`src/hw/rtl/hdlcd_pkg.sv`:
```
// ----------------------------------------------------------------------------
// hdlcd_pkg - shared definitions for the async hdlc deframer
// Byte codes, crc-16/x.25 constants, result codes and field widths.
// ----------------------------------------------------------------------------
package hdlcd_pkg;

   // field widths
   localparam int BYTE_W = 8;
   localparam int CRC_W  = 16;
   localparam int LEN_W  = 13;
   localparam int STAT_W = 3;

   // default frame size limit
   localparam int MAX_FRAME_BYTES_DEF = 4096;

   // framing byte codes
   localparam logic [BYTE_W-1:0] FLAG_BYTE = 8'h7E;
   localparam logic [BYTE_W-1:0] ESC_BYTE  = 8'h7D;
   localparam logic [BYTE_W-1:0] ESC_MASK  = 8'h20;

   // crc-16/x.25, reflected
   localparam logic [CRC_W-1:0] CRC_INIT      = 16'hFFFF;
   localparam logic [CRC_W-1:0] CRC_POLY_REFL = 16'h8408;
   localparam logic [CRC_W-1:0] CRC_GOOD      = 16'hF0B8;

   // result kind
   localparam logic KIND_DATA = 1'b0;
   localparam logic KIND_END  = 1'b1;

   // end of frame status codes
   typedef enum logic [STAT_W-1:0] {
      ST_GOOD      = 3'd0,
      ST_CRC_ERROR = 3'd1,
      ST_TOO_SHORT = 3'd2,
      ST_OVERFLOW  = 3'd3,
      ST_ABORTED   = 3'd4
   } status_type;

endpackage

```
`src/hw/rtl/hdlcd_crc16_step.sv`:
```
// ----------------------------------------------------------------------------
// hdlcd_crc16_step - one byte of crc-16/x.25
// Folds one byte into the reflected crc accumulator, lsb first.
// ----------------------------------------------------------------------------
module hdlcd_crc16_step
   import hdlcd_pkg::*;
(
   input  logic [CRC_W-1:0]  crc_in,
   input  logic [BYTE_W-1:0] data_in,
   output logic [CRC_W-1:0]  crc_out
);

   // eight shift and conditional xor steps
   always_comb begin
      logic [CRC_W-1:0] c;
      c = crc_in ^ {{(CRC_W-BYTE_W){1'b0}}, data_in};
      for (int i = 0; i < BYTE_W; i++) begin
         if (c[0]) begin
            c = (c >> 1) ^ CRC_POLY_REFL;
         end else begin
            c = c >> 1;
         end
      end
      crc_out = c;
   end

endmodule

```
`src/hw/rtl/async_hdlc_deframer_fcs16_unit.sv`:
```
// latency: a result appears in the cycle after its input byte is accepted
// throughput: one byte per cycle while req_ready is high; the crc step feeds
//    back into the frame state registers, the hold logic into the result register
// req_ready drops only while a result waits in the result register
// reset (synchronous): crc to 0xffff, counters and flags cleared, result empty
// ----------------------------------------------------------------------------
// async_hdlc_deframer_fcs16_unit - async hdlc receive deframer
// Splits flag-delimited frames, removes escapes, holds back the fcs and
// reports payload bytes and an end of frame status.
// ----------------------------------------------------------------------------
module async_hdlc_deframer_fcs16_unit
   import hdlcd_pkg::*;
#(
   parameter int MAX_FRAME_BYTES = MAX_FRAME_BYTES_DEF
) (
   input  logic              clock,
   input  logic              reset,
   input  logic              req_valid,
   output logic              req_ready,
   input  logic [BYTE_W-1:0] req_rx_byte,
   output logic              rsp_valid,
   input  logic              rsp_ready,
   output logic              rsp_kind,
   output logic [BYTE_W-1:0] rsp_data_byte,
   output logic              rsp_last,
   output logic [STAT_W-1:0] rsp_status,
   output logic [LEN_W-1:0]  rsp_frame_length
);

   localparam int CNT_W = $clog2(MAX_FRAME_BYTES + 1);
   localparam logic [CNT_W-1:0] CNT_MAX = CNT_W'(MAX_FRAME_BYTES);

   // frame state
   logic             esc_ff, esc_in;
   logic [CRC_W-1:0] crc_ff, crc_in;
   logic [1:0]       held_cnt_ff, held_cnt_in;
   logic [CNT_W-1:0] count_ff, count_in;
   logic             ovf_ff, ovf_in;
   logic [BYTE_W-1:0] held0_ff, held0_in;
   logic [BYTE_W-1:0] held1_ff, held1_in;

   // result register
   logic              rsp_valid_ff;
   logic              kind_ff, kind_in;
   logic [BYTE_W-1:0] data_ff, data_in;
   logic              last_ff, last_in;
   status_type        status_ff, status_in;
   logic [LEN_W-1:0]  len_ff, len_in;

   logic              res_valid;
   logic              accept;
   logic [BYTE_W-1:0] plain_byte;
   logic [CRC_W-1:0]  crc_next;

   assign req_ready = !rsp_valid_ff || rsp_ready;
   assign accept    = req_valid && req_ready;

   // unescaped byte
   assign plain_byte = esc_ff ? (req_rx_byte ^ ESC_MASK) : req_rx_byte;

   hdlcd_crc16_step u_crc (
      .crc_in  (crc_ff),
      .data_in (plain_byte),
      .crc_out (crc_next)
   );

   // next frame state and result
   always_comb begin
      esc_in      = esc_ff;
      crc_in      = crc_ff;
      held_cnt_in = held_cnt_ff;
      count_in    = count_ff;
      ovf_in      = ovf_ff;
      held0_in    = held0_ff;
      held1_in    = held1_ff;
      res_valid   = 1'b0;
      kind_in     = KIND_DATA;
      data_in     = '0;
      last_in     = 1'b0;
      status_in   = ST_GOOD;
      len_in      = '0;

      if (req_rx_byte == FLAG_BYTE) begin
         if (esc_ff || held_cnt_ff != 2'd0 || count_ff != '0 || ovf_ff) begin
            res_valid = 1'b1;
            kind_in   = KIND_END;
            last_in   = 1'b1;
            len_in    = LEN_W'(count_ff);
            if (esc_ff) begin
               status_in = ST_ABORTED;
            end else if (ovf_ff) begin
               status_in = ST_OVERFLOW;
            end else if (!held_cnt_ff[1]) begin
               status_in = ST_TOO_SHORT;
            end else if (crc_ff == CRC_GOOD) begin
               status_in = ST_GOOD;
            end else begin
               status_in = ST_CRC_ERROR;
            end
            // back to idle frame state
            esc_in      = 1'b0;
            crc_in      = CRC_INIT;
            held_cnt_in = 2'd0;
            count_in    = '0;
            ovf_in      = 1'b0;
         end
      end else if (!esc_ff && req_rx_byte == ESC_BYTE) begin
         esc_in = 1'b1;
      end else begin
         esc_in = 1'b0;
         crc_in = crc_next;
         if (!held_cnt_ff[1]) begin
            // filling the fcs hold registers
            if (held_cnt_ff[0]) begin
               held1_in = plain_byte;
            end else begin
               held0_in = plain_byte;
            end
            held_cnt_in = held_cnt_ff + 2'd1;
         end else begin
            held0_in = held1_ff;
            held1_in = plain_byte;
            if (ovf_ff || count_ff >= CNT_MAX) begin
               ovf_in = 1'b1;
            end else begin
               count_in  = count_ff + CNT_W'(1);
               res_valid = 1'b1;
               data_in   = held0_ff;
            end
         end
      end
   end

   // frame state registers
   always_ff @(posedge clock) begin
      if (reset) begin
         esc_ff      <= 1'b0;
         crc_ff      <= CRC_INIT;
         held_cnt_ff <= 2'd0;
         count_ff    <= '0;
         ovf_ff      <= 1'b0;
      end else if (accept) begin
         esc_ff      <= esc_in;
         crc_ff      <= crc_in;
         held_cnt_ff <= held_cnt_in;
         count_ff    <= count_in;
         ovf_ff      <= ovf_in;
      end
   end

   // fcs hold registers
   always_ff @(posedge clock) begin
      if (accept) begin
         held0_ff <= held0_in;
         held1_ff <= held1_in;
      end
   end

   // result valid
   always_ff @(posedge clock) begin
      if (reset) begin
         rsp_valid_ff <= 1'b0;
      end else if (accept) begin
         rsp_valid_ff <= res_valid;
      end else if (rsp_ready) begin
         rsp_valid_ff <= 1'b0;
      end
   end

   // result payload
   always_ff @(posedge clock) begin
      if (accept && res_valid) begin
         kind_ff   <= kind_in;
         data_ff   <= data_in;
         last_ff   <= last_in;
         status_ff <= status_in;
         len_ff    <= len_in;
      end
   end

   assign rsp_valid        = rsp_valid_ff;
   assign rsp_kind         = kind_ff;
   assign rsp_data_byte    = data_ff;
   assign rsp_last         = last_ff;
   assign rsp_status       = status_ff;
   assign rsp_frame_length = len_ff;

endmodule

```
`config.mk`:
```
export PLATFORM = sky130hd
export DESIGN_NAME = async_hdlc_deframer_fcs16_unit
export DESIGN_NICKNAME = d
export VERILOG_FILES = /design/src/hw/rtl/hdlcd_pkg.sv /design/src/hw/rtl/hdlcd_crc16_step.sv /design/src/hw/rtl/async_hdlc_deframer_fcs16_unit.sv
export SDC_FILE = /design/constraint.sdc
export NUM_CORES = 1
export LEC_CHECK = 0
export BUFFER_PORTS_ARGS = -buffer_cell sky130_fd_sc_hd__buf_2
export CORE_ASPECT_RATIO = 1.25
export CORE_MARGIN = 2
export CORE_UTILIZATION = 60
export DETAILED_ROUTE_END_ITERATION = 12
export PLACE_DENSITY = 0.82
export SLEW_MARGIN = 20
export SYNTH_ARGS = -nofsm -noshare
export SYNTH_HDL_FRONTEND = slang
export SYNTH_SLANG_ARGS = --single-unit
export TNS_END_PERCENT = 20
```
`constraint.sdc`:
```
create_clock -name clock -period 3.78 [get_ports clock]
set_input_delay 0.378 -clock clock [delete_from_list [all_inputs] [get_ports clock]]
set_output_delay 0.378 -clock clock [all_outputs]
set_load 0.05 [all_outputs]
```
* Word level (Yosys, flattened, before mapping)
Index checks and enable logic that the tools add are counted.
Storage, ports and cells: bits in registers 75, latch bits 0, RAM bits 0, bits in read-only memories 0, bits of input ports 12, output and inout bits 28, word-level logic and storage cells 107, memories 0
Operators by class: $add $sub $neg 2, multipliers 0, divide/modulo/power cells 0, $lt $le $gt $ge 1, equality and inequality tests 8, shift operators 0, muxes and demuxes 43, bitwise gates (word level) 14, reduce and logical (&&, ||, !) cells 25
Operators with widths (count):
- $mux W16 | 11
- $mux W13 | 5
- $mux W8 | 4
- $not A2 Y3 | 8
- $eq A16 B16 Y1 const B | 1
- $eq A8 B7 Y1 const B | 2
- $xor A16 B8 Y16 | 1
- $mux W1 | 15
- $add A13 B1 Y13 const B | 1
- $ge A13 B13 Y1 const B | 1
- $reduce_bool A13 Y1 | 1
- $mux W2 | 6
- $reduce_and A4 Y1 | 3
- $reduce_and A5 Y1 | 2
- $reduce_bool A2 Y1 | 4
- $mux W6 | 1
- $ne A2 B1 Y1 const B | 3
- $logic_or A1 B1 Y1 | 5
- $not A1 Y1 | 5
- $ne A2 B2 Y1 const B | 2
- $reduce_and A2 Y1 | 2
- $reduce_or A4 Y1 | 1
- $logic_and A1 B1 Y1 | 3
- $mux W3 | 1
- other kinds (4) | 5

* Longest topological paths before layout
Gate-level depths: netlist of the first run.
depth after elaboration 21, gate-level depth with buffers 10, gate-level depth less buffers 9

* Hierarchy
A second synthesis of the first run with hierarchy kept.
Unflattened totals: cell total of the unflattened synthesis 277, area, all modules 3502.1 sq um
Modules (own cells, without submodules):
- async_hdlc_deframer_fcs16_unit | times used 1, cells an instance 252, area an instance 3121.7 sq um, seq. area each 1911.8 sq um
- hdlcd_crc16_step | times used 1, cells an instance 25, area an instance 380.4 sq um, seq. area each 0.0 sq um

* Worst setup path before layout of the first run
Ideal clock, no wire load.
path kind reg-to-reg, start point reg rsp_valid_ff, in the netlist rsp_valid, end point reg crc_ff[11], library setup time 72 ps, data arrival time 2219 ps, required time 3708 ps, path slack 1489 ps, stages on the path, launching flop included 7, buffers on the path 1, cell sequence dfxtp_1 nand2b_1 and2_1 o31ai_1 o21ai_1 buf_2 a2bb2oi_1
Between the ends: word-level cells in the longest chain between the ends 4
Ends and longest elaborated chain:
- start, declared | line async_hdlc_deframer_fcs16_unit.sv:43 | logic rsp_valid_ff;
- start signal, assigned | line async_hdlc_deframer_fcs16_unit.sv:164 | rsp_valid_ff <= res_valid;
- $logic_not A1 Y1 | line async_hdlc_deframer_fcs16_unit.sv:55 | assign req_ready = !rsp_valid_ff || rsp_ready;
- $logic_or A1 B1 Y1 | line async_hdlc_deframer_fcs16_unit.sv:55
- named net req_ready | line async_hdlc_deframer_fcs16_unit.sv:19 | output logic req_ready,
- $logic_and A1 B1 Y1 | line async_hdlc_deframer_fcs16_unit.sv:56 | assign accept = req_valid && req_ready;
- $reduce_and A3 Y1 (no source line)
- end signal, assigned | line async_hdlc_deframer_fcs16_unit.sv:144 | crc_ff <= crc_in;
- end, declared | line async_hdlc_deframer_fcs16_unit.sv:35 | logic [CRC_W-1:0] crc_ff, crc_in;
The timed path passes the listed nets, and every way through them passes these cells. A chain may end at the register's enable or synchronous reset.

* Worst setup path in the final report of the first run
start point reg count_ff[0], end point reg count_ff[10]
Between the ends: word-level cells in the longest chain between the ends 5, elaborated cells on any way between the ends 13
Ends and longest elaborated chain:
- start, declared | line async_hdlc_deframer_fcs16_unit.sv:37 | logic [CNT_W-1:0] count_ff, count_in;
- start signal, assigned | line async_hdlc_deframer_fcs16_unit.sv:146 | count_ff <= count_in;
- $add A13 B1 Y13 / $reduce_bool A13 Y1 (equally long branches) | line async_hdlc_deframer_fcs16_unit.sv:126, async_hdlc_deframer_fcs16_unit.sv:84
- $mux W13 / $logic_or A1 B1 Y1 (equally long branches) | line async_hdlc_deframer_fcs16_unit.sv:123, async_hdlc_deframer_fcs16_unit.sv:84
- $mux W13 / $logic_or A1 B1 Y1 (equally long branches) | line async_hdlc_deframer_fcs16_unit.sv:112, async_hdlc_deframer_fcs16_unit.sv:84
- $mux W13 / $ne A2 B1 Y1 (equally long branches)
- $mux W13 / $reduce_and A5 Y1 (equally long branches)
Several ways; a longest one is shown, not always the timed one. The select of a mux whose other input is x is not followed.

==> flow_metrics.env, run 1 <==
export IMPL_final_setup_skew_ns=0.00856
export IMPL_yosysTopAreaCell="edfxtp_1"
export IMPL_worstSetupStartpointType="flop"
export IMPL_ys_flop_type="edfxtp_1"
export IMPL_clock_path_buffers=2
export IMPL_grt_usage_pct=23.6
export IMPL_grt_pass1_wl_um=11000
export IMPL_maxCapViolations=0
export IMPL_fin_cells=390
export IMPL_cts_resized=0
export IMPL_clock_latency_ns=0.35
export IMPL_crit_slowest_cell="nand4_1"
export IMPL_ys_ff_latch=75
export IMPL_crit_type="flop to flop"
export IMPL_synth_nets=291
export IMPL_layout_nets=335
export IMPL_netlist_instances=277
export IMPL_vias=2292
export IMPL_reg2reg_slack_ns=1.18
export IMPL_antenna_found_initial=0
export IMPL_ios=40
export IMPL_path_common_cell="inv_2"
export IMPL_drive_gt1_share_pct=24.8
export IMPL_htree_num_levels=3
export IMPL_cts_setup_buffers=0
export IMPL_routed_wl_um=6710
export IMPL_p_leak_nw=1.34
export IMPL_slew_violations=0
export IMPL_slew_headroom_pct=49.5
export IMPL_drcViolationCount=0
export IMPL_grt_start_max_net_pins=37
export IMPL_synthDistinctLibCells=47
export IMPL_final_min_clock_period_ns=2.60
export IMPL_core_area_sq_um=5370
export IMPL_detailed_place_hpwl_um=4730
export IMPL_cp_arrival_ns=2.86
export IMPL_num_rows=30
export IMPL_dieWidth_um=70.3
export IMPL_first_pass_iters=4
export IMPL_start_util_pct=61.4
export IMPL_fin_setup_tns_ns=0
export IMPL_clock_fmax_ghz=0.385
export IMPL_rsz0062_at_grt="no"
export IMPL_die_area_sq_um=6110
export IMPL_tightest_slew_ns=0.756
export IMPL_powerDensity_nw_per_um2=533
export IMPL_min_path_type="primary input to flop"
export IMPL_die_h_um=86.9
export IMPL_antenna_left=0
export IMPL_crit_fanout=36
export IMPL_setup_viol=0
export IMPL_grt_pass1_vias=2239
export IMPL_worst_slack_ns=1.18
export IMPL_n_antenna_cell=0
export IMPL_synthArstFlopShare_pct=0
export IMPL_clock_sinks=75
export IMPL_via_per_inst=5.88
export IMPL_cts_buffers=9
export IMPL_dr_first_iter_drc_count=249
export IMPL_fin_crit_sh_pct=68.8
export IMPL_cts_hold_buf=0
export IMPL_status="finished clean"
export IMPL_ir_worst_vdd_mv=0.367
export IMPL_synth_edf_count=41
export IMPL_routabilityCongestion=0.859
export IMPL_yosysSeqAreaShare_pct=58.0
export IMPL_placed_cells=374
export IMPL_slowest_delay_ns=0.37
export IMPL_routedWlPerCell_um=17.2
export IMPL_pre_cts_ws_ns=1.17
export IMPL_synth_area_leaders="edfxtp_1 37%, dfxtp_1 21%, xnor2_1 4.3%"
export IMPL_synth_top_cell_area_share_pct=37.3
export IMPL_grt_overflow=0
export IMPL_cp_required_ns=4.04
export IMPL_worstPathCellList="inv_1, ha_1, nor4b_1, nand4_1, nand2_2, inv_2, o21ai_4, inv_2, a311oi_1"
export IMPL_area_delta_synth_final_pct=13.4
export IMPL_cts_tree="built"
export IMPL_syn_area_sq_um=3300
export IMPL_ys_warnings_count=0
export IMPL_end_kind="flop"
export IMPL_avgSynthCellArea_sq_um=11.9
export IMPL_root_buffer="clkbuf_8"
export IMPL_port_buffers=39
export IMPL_hold_violations=0
export IMPL_clkTransAtPathRegs_ns=0.08
==> where the power goes <==
| part | switching (W) | internal, W |
|---|---|---|
| Combinational | 0.000201 | 0.000194 |
| Clock | 0.000288 | 0.000304 |
| Sequential | 0.0000686 | 0.000938 |
| Total | 0.000557 | 0.00144 |
==> per-stage QoR <==
stage	cell area [sq um]	hold slack, ns	total power, W	utilization [%]
final	3740	0.266	0.00199	69.7
after global routing	3740	0.264	0.00208	69.7
after CTS	3740	0.263	0.00200	69.6
after detailed placement	3540	0.502	0.00142	66.0
after global placement	3540	0.500	0.00140	66.0
after floorplan	3300	0.444	0.00133	-
==> layout make-up <==
cell class                 count  area (sq um)
fill                         406          1630
tap                           64          80.1
clock buffer                  10           128
clock inverter                 6          66.3
timing repair buffer          41           210
sequential                    75          1910
inverter                      11          41.3
multi-input combinational    183          1300
==> cell families (layout without fill, tap and decap cells) <==
group	count (synthesis)	in the layout	share of synthesized area, %
buf+inv	19	68	2.58
fa+ha+maj	2	2	0.759
flops	75	75	58.0
simple gates	96	96	15.5
mux	8	8	2.73
xor+xnor	25	25	6.64
compound gates	52	52	13.8
==> placed cells by master (no fill, tap or decap), types with 2 or more instances in the layout <==
cell,instances
a311oi_1,2
nand2_1,15
a21oi_1,11
and3_1,8
nand3_1,6
nand4_1,4
a2bb2oi_1,14
inv_1,9
nand4b_1,3
nor4_1,5
and2_1,11
a32o_1,2
xnor2_1,16
nor2_1,22
nor3_1,9
o21ai_0,5
xor2_1,9
clkinvlp_4,3
buf_2,39
nand2b_1,4
o22a_1,2
inv_2,2
ha_1,2
edfxtp_1,41
a221oi_2,3
buf_4,2
clkbuf_8,9
a311oi_2,4
mux2_2,8
dfxtp_1,34
==> synth_stat cells, types with 2 or more instances <==
master      n
a21oi_1    11
a221oi_2    3
a2bb2oi_1  14
a311oi_1    2
a311oi_2    4
a32o_1      2
and2_1     11
and3_1      8
buf_2       2
clkbuf_1    4
dfxtp_1    34
edfxtp_1   41
ha_1        2
inv_1       9
inv_2       2
mux2_2      8
nand2_1    15
nand2b_1    4
nand3_1     6
nand4_1     4
nand4b_1    3
nor2_1     23
nor3_1      9
nor4_1      5
o21ai_0     5
o22a_1      2
xnor2_1    16
xor2_1      9
==> state kept, by name, summed over array words and instances, names as in the netlist, 2 cells and up <==
| name | count |
|---|---|
| held1_ff | 8 |
| held0_ff | 8 |
| rsp_frame_length | 13 |
| rsp_data_byte | 8 |
| rsp_status | 3 |
| held_cnt_ff | 2 |
| crc_ff | 16 |
| count_ff | 13 |
==> per-layer routing <==
metal	track usage, %	wire (um)	share of wire [%]
met1	28.7	2810	42
met4	11.2	102	1.5
met2	40.6	3480	52
met3	4.51	312	4.7
met5	0	0	0
==> worst max-delay path: cells and delay by family (launching register included) <==
| kind | cells | cell delay (ns) |
|---|---|---|
| compound gates | 2 | 0.53 |
| fa+ha+maj | 1 | 0.16 |
| buf+inv | 3 | 0.51 |
| flops | 1 | 0.34 |
| simple gates | 3 | 0.94 |
==> path summary, 6_finish.rpt <==
kind | startpoint | to | cells past startpoint
setup / recovery | count_ff[0]$_SDFFE_PP0P_ | count_ff[10]$_SDFFE_PP0P_ | 9
hold / removal | req_rx_byte[4] | held1_ff[4]$_DFFE_PP_ | 1
setup reg to reg | count_ff[0]$_SDFFE_PP0P_ | count_ff[10]$_SDFFE_PP0P_ | 9
hold reg to reg | crc_ff[0]$_SDFFE_PP1P_ | crc_ff[0]$_SDFFE_PP1P_ | 1
(Power assumes the default switching activity.)
==> run 2: changes to the inputs <==
--- a/config.mk
+++ b/config.mk
@@ -5,12 +5,13 @@
 export SDC_FILE = /design/constraint.sdc
 export NUM_CORES = 1
 export LEC_CHECK = 0
+export ABC_AREA = 1
 export BUFFER_PORTS_ARGS = -buffer_cell sky130_fd_sc_hd__buf_2
 export CORE_ASPECT_RATIO = 1.25
 export CORE_MARGIN = 2
-export CORE_UTILIZATION = 60
+export CORE_UTILIZATION = 59
 export DETAILED_ROUTE_END_ITERATION = 12
-export PLACE_DENSITY = 0.82
+export PLACE_DENSITY = 0.8
 export SLEW_MARGIN = 20
 export SYNTH_ARGS = -nofsm -noshare
 export SYNTH_HDL_FRONTEND = slang
==> constraint.sdc (replaced) <==
create_clock -name clock -period 2.7 [get_ports clock]
set_input_delay 0.27 -clock clock [delete_from_list [all_inputs] [get_ports clock]]
set_output_delay 0.27 -clock clock [all_outputs]
set_load 0.05 [all_outputs]
==> run 2 against run 1 <==
  * Design area increased by 13%
  * Clock-buffer cell count shrank 1
  * Sequential power increased by 34%
  * Sequential share of layout area decreased by 6.0 points
  * Non-clock buffer count did not move
  * Clock power grew 34%
  * Wire length up 15%
  * Critical endpoint is now rsp_frame_length[1]$_SDFFCE_PN0P_
  * Largest cell class unchanged
==> flow_metrics.env, run 2 <==
export IMPL_status="finished clean"
export IMPL_powerDensity_nw_per_um2=612
export IMPL_synth_edf_count=41
export IMPL_yosys_top_cells_count="117 x nand2_1, 83 x nor2_1, 60 x inv_1, 41 x edfxtp_1, 34 x dfxtp_1"
export IMPL_critPathBufInv=4
export IMPL_clock_path_buffers=2
export IMPL_setup_viol=0
export IMPL_ys_ff_latch=75
export IMPL_routabilityCongestion=0.908
export IMPL_grt_start_max_net_pins=26
export IMPL_cts_hold_buf=0
export IMPL_fin_setup_tns_ns=0
export IMPL_die_area_sq_um=7100
export IMPL_ir_worst_vdd_mv=0.350
export IMPL_synth_top_cell_area_share_pct=32.4
export IMPL_drive_gt1_share_pct=16.4
export IMPL_n_antenna_cell=0
export IMPL_layout_common_cells="117 x nand2_1, 83 x nor2_1, 60 x inv_1"
export IMPL_root_buffer="clkbuf_8"
export IMPL_maxCapViolations=0
export IMPL_dieWidth_um=75.8
export IMPL_cts_resized=0
export IMPL_drcViolationCount=0
export IMPL_netlist_instances=469
export IMPL_yosysMostFrequentCell="nand2_1"
export IMPL_grt_pass1_wl_um=13000
export IMPL_tightest_slew_ns=0.795
export IMPL_ys_warnings_count=0
export IMPL_port_buffers=39
export IMPL_synth_area_leaders="edfxtp_1 32%, dfxtp_1 18%, nand2_1 12%"
export IMPL_slew_violations=0
export IMPL_ios=40
export IMPL_antenna_found_initial=0
export IMPL_routed_wl_um=7740
export IMPL_grt_usage_pct=24.3
export IMPL_path_common_cell="inv_1"
export IMPL_slew_headroom_pct=46.8
export IMPL_synth_nets=483
export IMPL_fin_crit_sh_pct=75.9
export IMPL_layout_nets=526
export IMPL_fin_area_sq_um=4240
export IMPL_cts_setup_buffers=0
export IMPL_vias=3145
export IMPL_final_min_clock_period_ns=2.05
export IMPL_dr_first_iter_drc_count=277
export IMPL_clock_sinks=75
export IMPL_die_h_um=93.7
export IMPL_place_area_sq_um=4050
export IMPL_syn_area_sq_um=3800
export IMPL_hold_violations=0
export IMPL_crit_fanout=25
export IMPL_cp_arrival_ns=2.08
export IMPL_grt_pass1_vias=3087
export IMPL_cp_required_ns=2.73
export IMPL_routedWlPerCell_um=12.9
export IMPL_largest_register_ffs=16
export IMPL_seqCellArea_sq_um=1910
export IMPL_avgSynthCellArea_sq_um=8.10
export IMPL_clock_latency_ns=0.36
export IMPL_fin_cells=602
export IMPL_detailed_place_hpwl_um=5700
export IMPL_num_fill_cells=498
export IMPL_end_kind="flop"
export IMPL_cts_tree="built"
export IMPL_worstPathCellList="inv_1, ha_1, inv_1, nor2_1, nand2_1, nor2_1, nand3_4, nand3_4, inv_1, buf_4"
export IMPL_finalPower_w=0.00259
export IMPL_final_common_cell="nand2_1"
export IMPL_cts_buffers=9
export IMPL_via_per_inst=5.22
export IMPL_grt_overflow=0
export IMPL_first_pass_iters=6
export IMPL_synthDistinctLibCells=33
export IMPL_num_rows=32
export IMPL_ys_flop_type="edfxtp_1"
export IMPL_worstSetupStartpointType="flop"
export IMPL_slowest_delay_ns=0.42
export IMPL_min_path_type="primary input to flop"
export IMPL_core_area_sq_um=6210
export IMPL_critical_path_top_delay_family="buffers and inverters"
export IMPL_clkTransAtPathRegs_ns=0.08
export IMPL_final_setup_skew_ns=0.0107
export IMPL_placed_cells=586
export IMPL_antenna_left=0
export IMPL_area_delta_synth_final_pct=11.5
export IMPL_synthArstFlopShare_pct=0
export IMPL_yosysTopAreaCell="edfxtp_1"
export IMPL_crit_type="flop to flop"
export IMPL_yosysSeqAreaShare_pct=50.3
export IMPL_htree_num_levels=3
export IMPL_multi_input_area_sq_um=1580
export IMPL_start_util_pct=61.2
export IMPL_whs_ns=0.164
export IMPL_regMostFlops="crc_ff"
export IMPL_clock_fmax_ghz=0.488
export IMPL_p_leak_nw=1.90
export IMPL_crit_slowest_cell="dfxtp_1"
export IMPL_rsz0062_at_grt="no"
run 2: power by group:
part | internal (W) | switching [W]
logic | 0.000148 | 0.000309
clock network | 0.000347 | 0.000444
registers | 0.00129 | 0.0000584
total | 0.00178 | 0.000811
run 2: per-layer routing:
metal / up-vias / wire length [um] / share of wire (%) / GRT usage (%)
met5: - / 0 / 0 / 0
met3: 26 / 411 / 5.3 / 5.79
li1: 1571 / - / - / -
met4: 0 / 268 / 3.5 / 15.9
met2: 113 / 3910 / 50 / 39.9
met1: 1435 / 3150 / 41 / 27.1
run 2: per-stage QoR:
stage | utilization, % | worst slack (ns)
after floorplan | - | 0.193
after global placement | 65.3 | 0.758
after detailed placement | 65.3 | 0.677
after CTS | 68.3 | 0.647
after global routing | 68.3 | 0.442
final | 68.3 | 0.650
run 2: layout make-up:
cell class	count	area share (%)
tap	85	2.51
inverter	64	5.70
clock inverter	7	1.42
multi-input combinational	321	37.4
sequential	75	45.1
timing repair buffer	41	4.96
clock buffer	9	2.92
run 2: path summary, 6_finish.rpt:
path / start / depth (start not counted) / slack (ns) / endpoint
worst max register to register: count_ff[0]$_SDFFE_PP0P_ / 10 / 0.65 / rsp_frame_length[1]$_SDFFCE_PN0P_
worst min register to register: count_ff[1]$_SDFFE_PP0P_ / 2 / 0.52 / count_ff[1]$_SDFFE_PP0P_
worst max-delay path: count_ff[0]$_SDFFE_PP0P_ / 10 / 0.65 / rsp_frame_length[1]$_SDFFCE_PN0P_
worst min-delay path: req_rx_byte[4] / 1 / 0.16 / held1_ff[4]$_DFFE_PP_
run 2: logic make-up after synthesis:
kind of cell	share of synthesized area [%]
AOI/OAI and AO/OA	6.29
xor gates and xnor gates	4.15
adders and majority gates	0.658
buffers and inverters	8.03
DFF	50.3
and+or+nand+nor	30.6
==> run 3: changes to the inputs <==
==> constraint.sdc (replaced) <==
create_clock -name clock -period 1.9 [get_ports clock]
set_input_delay 0.19 -clock clock [delete_from_list [all_inputs] [get_ports clock]]
set_output_delay 0.19 -clock clock [all_outputs]
set_load 0.05 [all_outputs]
==> run 3 against run 2 <==
  * Wire length is 0.37% lower
  * Register-to-register slack worse by 0.44 ns
  * Largest power group unchanged
  * Hold slack got worse by 0.079 ns
  * Core utilization up 1.2 points
  * Global-route usage shrank 0.19 points
  * Critical path depth unchanged
==> flow_metrics.env, run 3 (synthesis gave the netlist of run 2 again) <==
export IMPL_status="finished clean"
export IMPL_num_fill_cells=507
export IMPL_reg2regPathDepth=10
export IMPL_port_buffers=39
export IMPL_clock_latency_ns=0.36
export IMPL_slew_headroom_pct=73.5
export IMPL_fin_crit_sh_pct=88.9
export IMPL_hold_violations=0
export IMPL_cts_tree="built"
export IMPL_powerDensity_nw_per_um2=859
export IMPL_antenna_found_initial=0
export IMPL_routedWlPerCell_um=12.7
export IMPL_start_util_pct=61.2
export IMPL_r2r_start="count_ff[0]$_SDFFE_PP0P_"
export IMPL_slowest_delay_ns=0.41
export IMPL_root_buffer="clkbuf_8"
export IMPL_n_antenna_cell=0
export IMPL_grt_overflow=0
export IMPL_dr_first_iter_drc_count=224
export IMPL_die_area_sq_um=7100
export IMPL_cts_buffers=9
export IMPL_crit_start="count_ff[0]$_SDFFE_PP0P_"
export IMPL_min_path_type="primary input to flop"
export IMPL_grt_start_max_net_pins=26
export IMPL_p_leak_nw=1.94
export IMPL_clock_path_buffers=2
export IMPL_grt_usage_pct=24.1
export IMPL_worst_slack_ns=0.211
export IMPL_critical_path_top_delay_family="buffers and inverters"
export IMPL_gr_usage_met3_pct=5.58
export IMPL_routabilityCongestion=0.953
export IMPL_fin_setup_tns_ns=0
export IMPL_antenna_left=0
export IMPL_cts_resized=0
export IMPL_final_common_cell="nand2_1"
export IMPL_cp_arrival_ns=1.74
export IMPL_tightest_slew_ns=0.394
export IMPL_maxCapViolations=0
export IMPL_fin_area_sq_um=4310
export IMPL_critPathBufInv=4
export IMPL_layout_nets=533
export IMPL_first_pass_iters=6
export IMPL_vias=3121
export IMPL_clkTransAtPathRegs_ns=0.08
export IMPL_worstSetupStartpointType="flop"
export IMPL_routed_wl_um=7710
export IMPL_met1_usage_pct=30.3
export IMPL_dieWidth_um=75.8
export IMPL_crit_slowest_cell="dfxtp_1"
export IMPL_clock_fmax_ghz=0.592
export IMPL_crit_cells=10
export IMPL_setup_viol=0
export IMPL_grt_pass1_wl_um=12800
export IMPL_grt_use_met2_pct=38.6
export IMPL_cp_required_ns=1.95
export IMPL_slew_violations=0
export IMPL_end_kind="flop"
export IMPL_drive_gt1_share_pct=18.5
export IMPL_path_common_cell="nand3_4"
export IMPL_die_h_um=93.7
export IMPL_holdPathStages=1
export IMPL_final_util_pct=69.5
export IMPL_layout_common_cells="116 x nand2_1, 82 x nor2_1, 58 x inv_1"
export IMPL_via_per_inst=5.12
export IMPL_worstPathCellList="inv_2, ha_1, inv_1, nor2_1, nand2_1, nor2_2, nand3_4, nand3_4, clkinvlp_4, buf_6"
export IMPL_grt_busiest_layer="met2"
export IMPL_place_area_sq_um=4120
export IMPL_final_min_clock_period_ns=1.69
export IMPL_num_rows=32
export IMPL_htree_num_levels=3
export IMPL_pre_cts_ws_ns=0.160
export IMPL_area_delta_synth_final_pct=13.4
export IMPL_final_setup_skew_ns=0.00751
export IMPL_rsz0062_at_grt="no"
export IMPL_worstHoldStart="req_rx_byte[4]"
export IMPL_drcViolationCount=0
export IMPL_cts_setup_buffers=0
export IMPL_ios=40
export IMPL_largest_register_ffs=16
export IMPL_regMostFlops="crc_ff"
export IMPL_core_area_sq_um=6210
export IMPL_cts_hold_buf=0
export IMPL_detailed_place_hpwl_um=5660
export IMPL_crit_fanout=25
export IMPL_clock_sinks=75
export IMPL_ir_worst_vdd_mv=0.602
export IMPL_grt_pass1_vias=2832
export IMPL_crit_type="flop to flop"
==> run 3: cell types whose count changed in the layout (fill, tap and decap cells not counted), moves of 2 or more <==
cell,delta
buf_4,+5
buf_6,+2
inv_1,-2
inv_6,+2
==> run 3: final timing paths <==
| check | to | slack, ns |
|---|---|---|
| worst min-delay path | held1_ff[4]$_DFFE_PP_ | 0.08 |
| worst max register to register | rsp_frame_length[1]$_SDFFCE_PN0P_ | 0.21 |
| worst max-delay path | rsp_frame_length[1]$_SDFFCE_PN0P_ | 0.21 |
| worst min register to register | rsp_valid$_SDFFE_PP0P_ | 0.50 |
==> run 3: stage by stage <==
step | cells | power, W | hold slack (ns)
after global routing | 609 | 0.00387 | 0.0826
after CTS | 609 | 0.00372 | 0.0705
after detailed placement | 593 | 0.00260 | 0.457
after global placement | 593 | 0.00258 | 0.454
after floorplan | 469 | 0.00244 | 0.289
final | 609 | 0.00370 | 0.0846
==> run 3: cell type report <==
class	count	area [sq um]	share of cell area, %
multi-input cells	321	1590	37.0
well taps	85	106	2.47
repair buffers	48	270	6.27
flip-flops and latches	75	1910	44.4
clock buffers	9	124	2.87
inverters	64	245	5.69
clock inverters	7	58.8	1.36
==> run 3: power by group <==
| group | switching, W | internal [W] | leakage (nW) | total [W] |
|---|---|---|---|---|
| Combinational | 0.000443 | 0.000221 | 1.19 | 0.000664 |
| Sequential | 0.0000827 | 0.00183 | 0.663 | 0.00191 |
| Clock | 0.000635 | 0.000493 | 0.0872 | 0.00113 |
==> run 3: layer usage <==
| metal | wire (um) | part of all wire (%) | vias up |
|---|---|---|---|
| met4 | 168 | 2.2 | 0 |
| met5 | 0 | 0 | - |
| met2 | 3810 | 49 | 107 |
| met3 | 466 | 6.0 | 15 |
| li1 | - | - | 1591 |
| met1 | 3270 | 42 | 1408 |
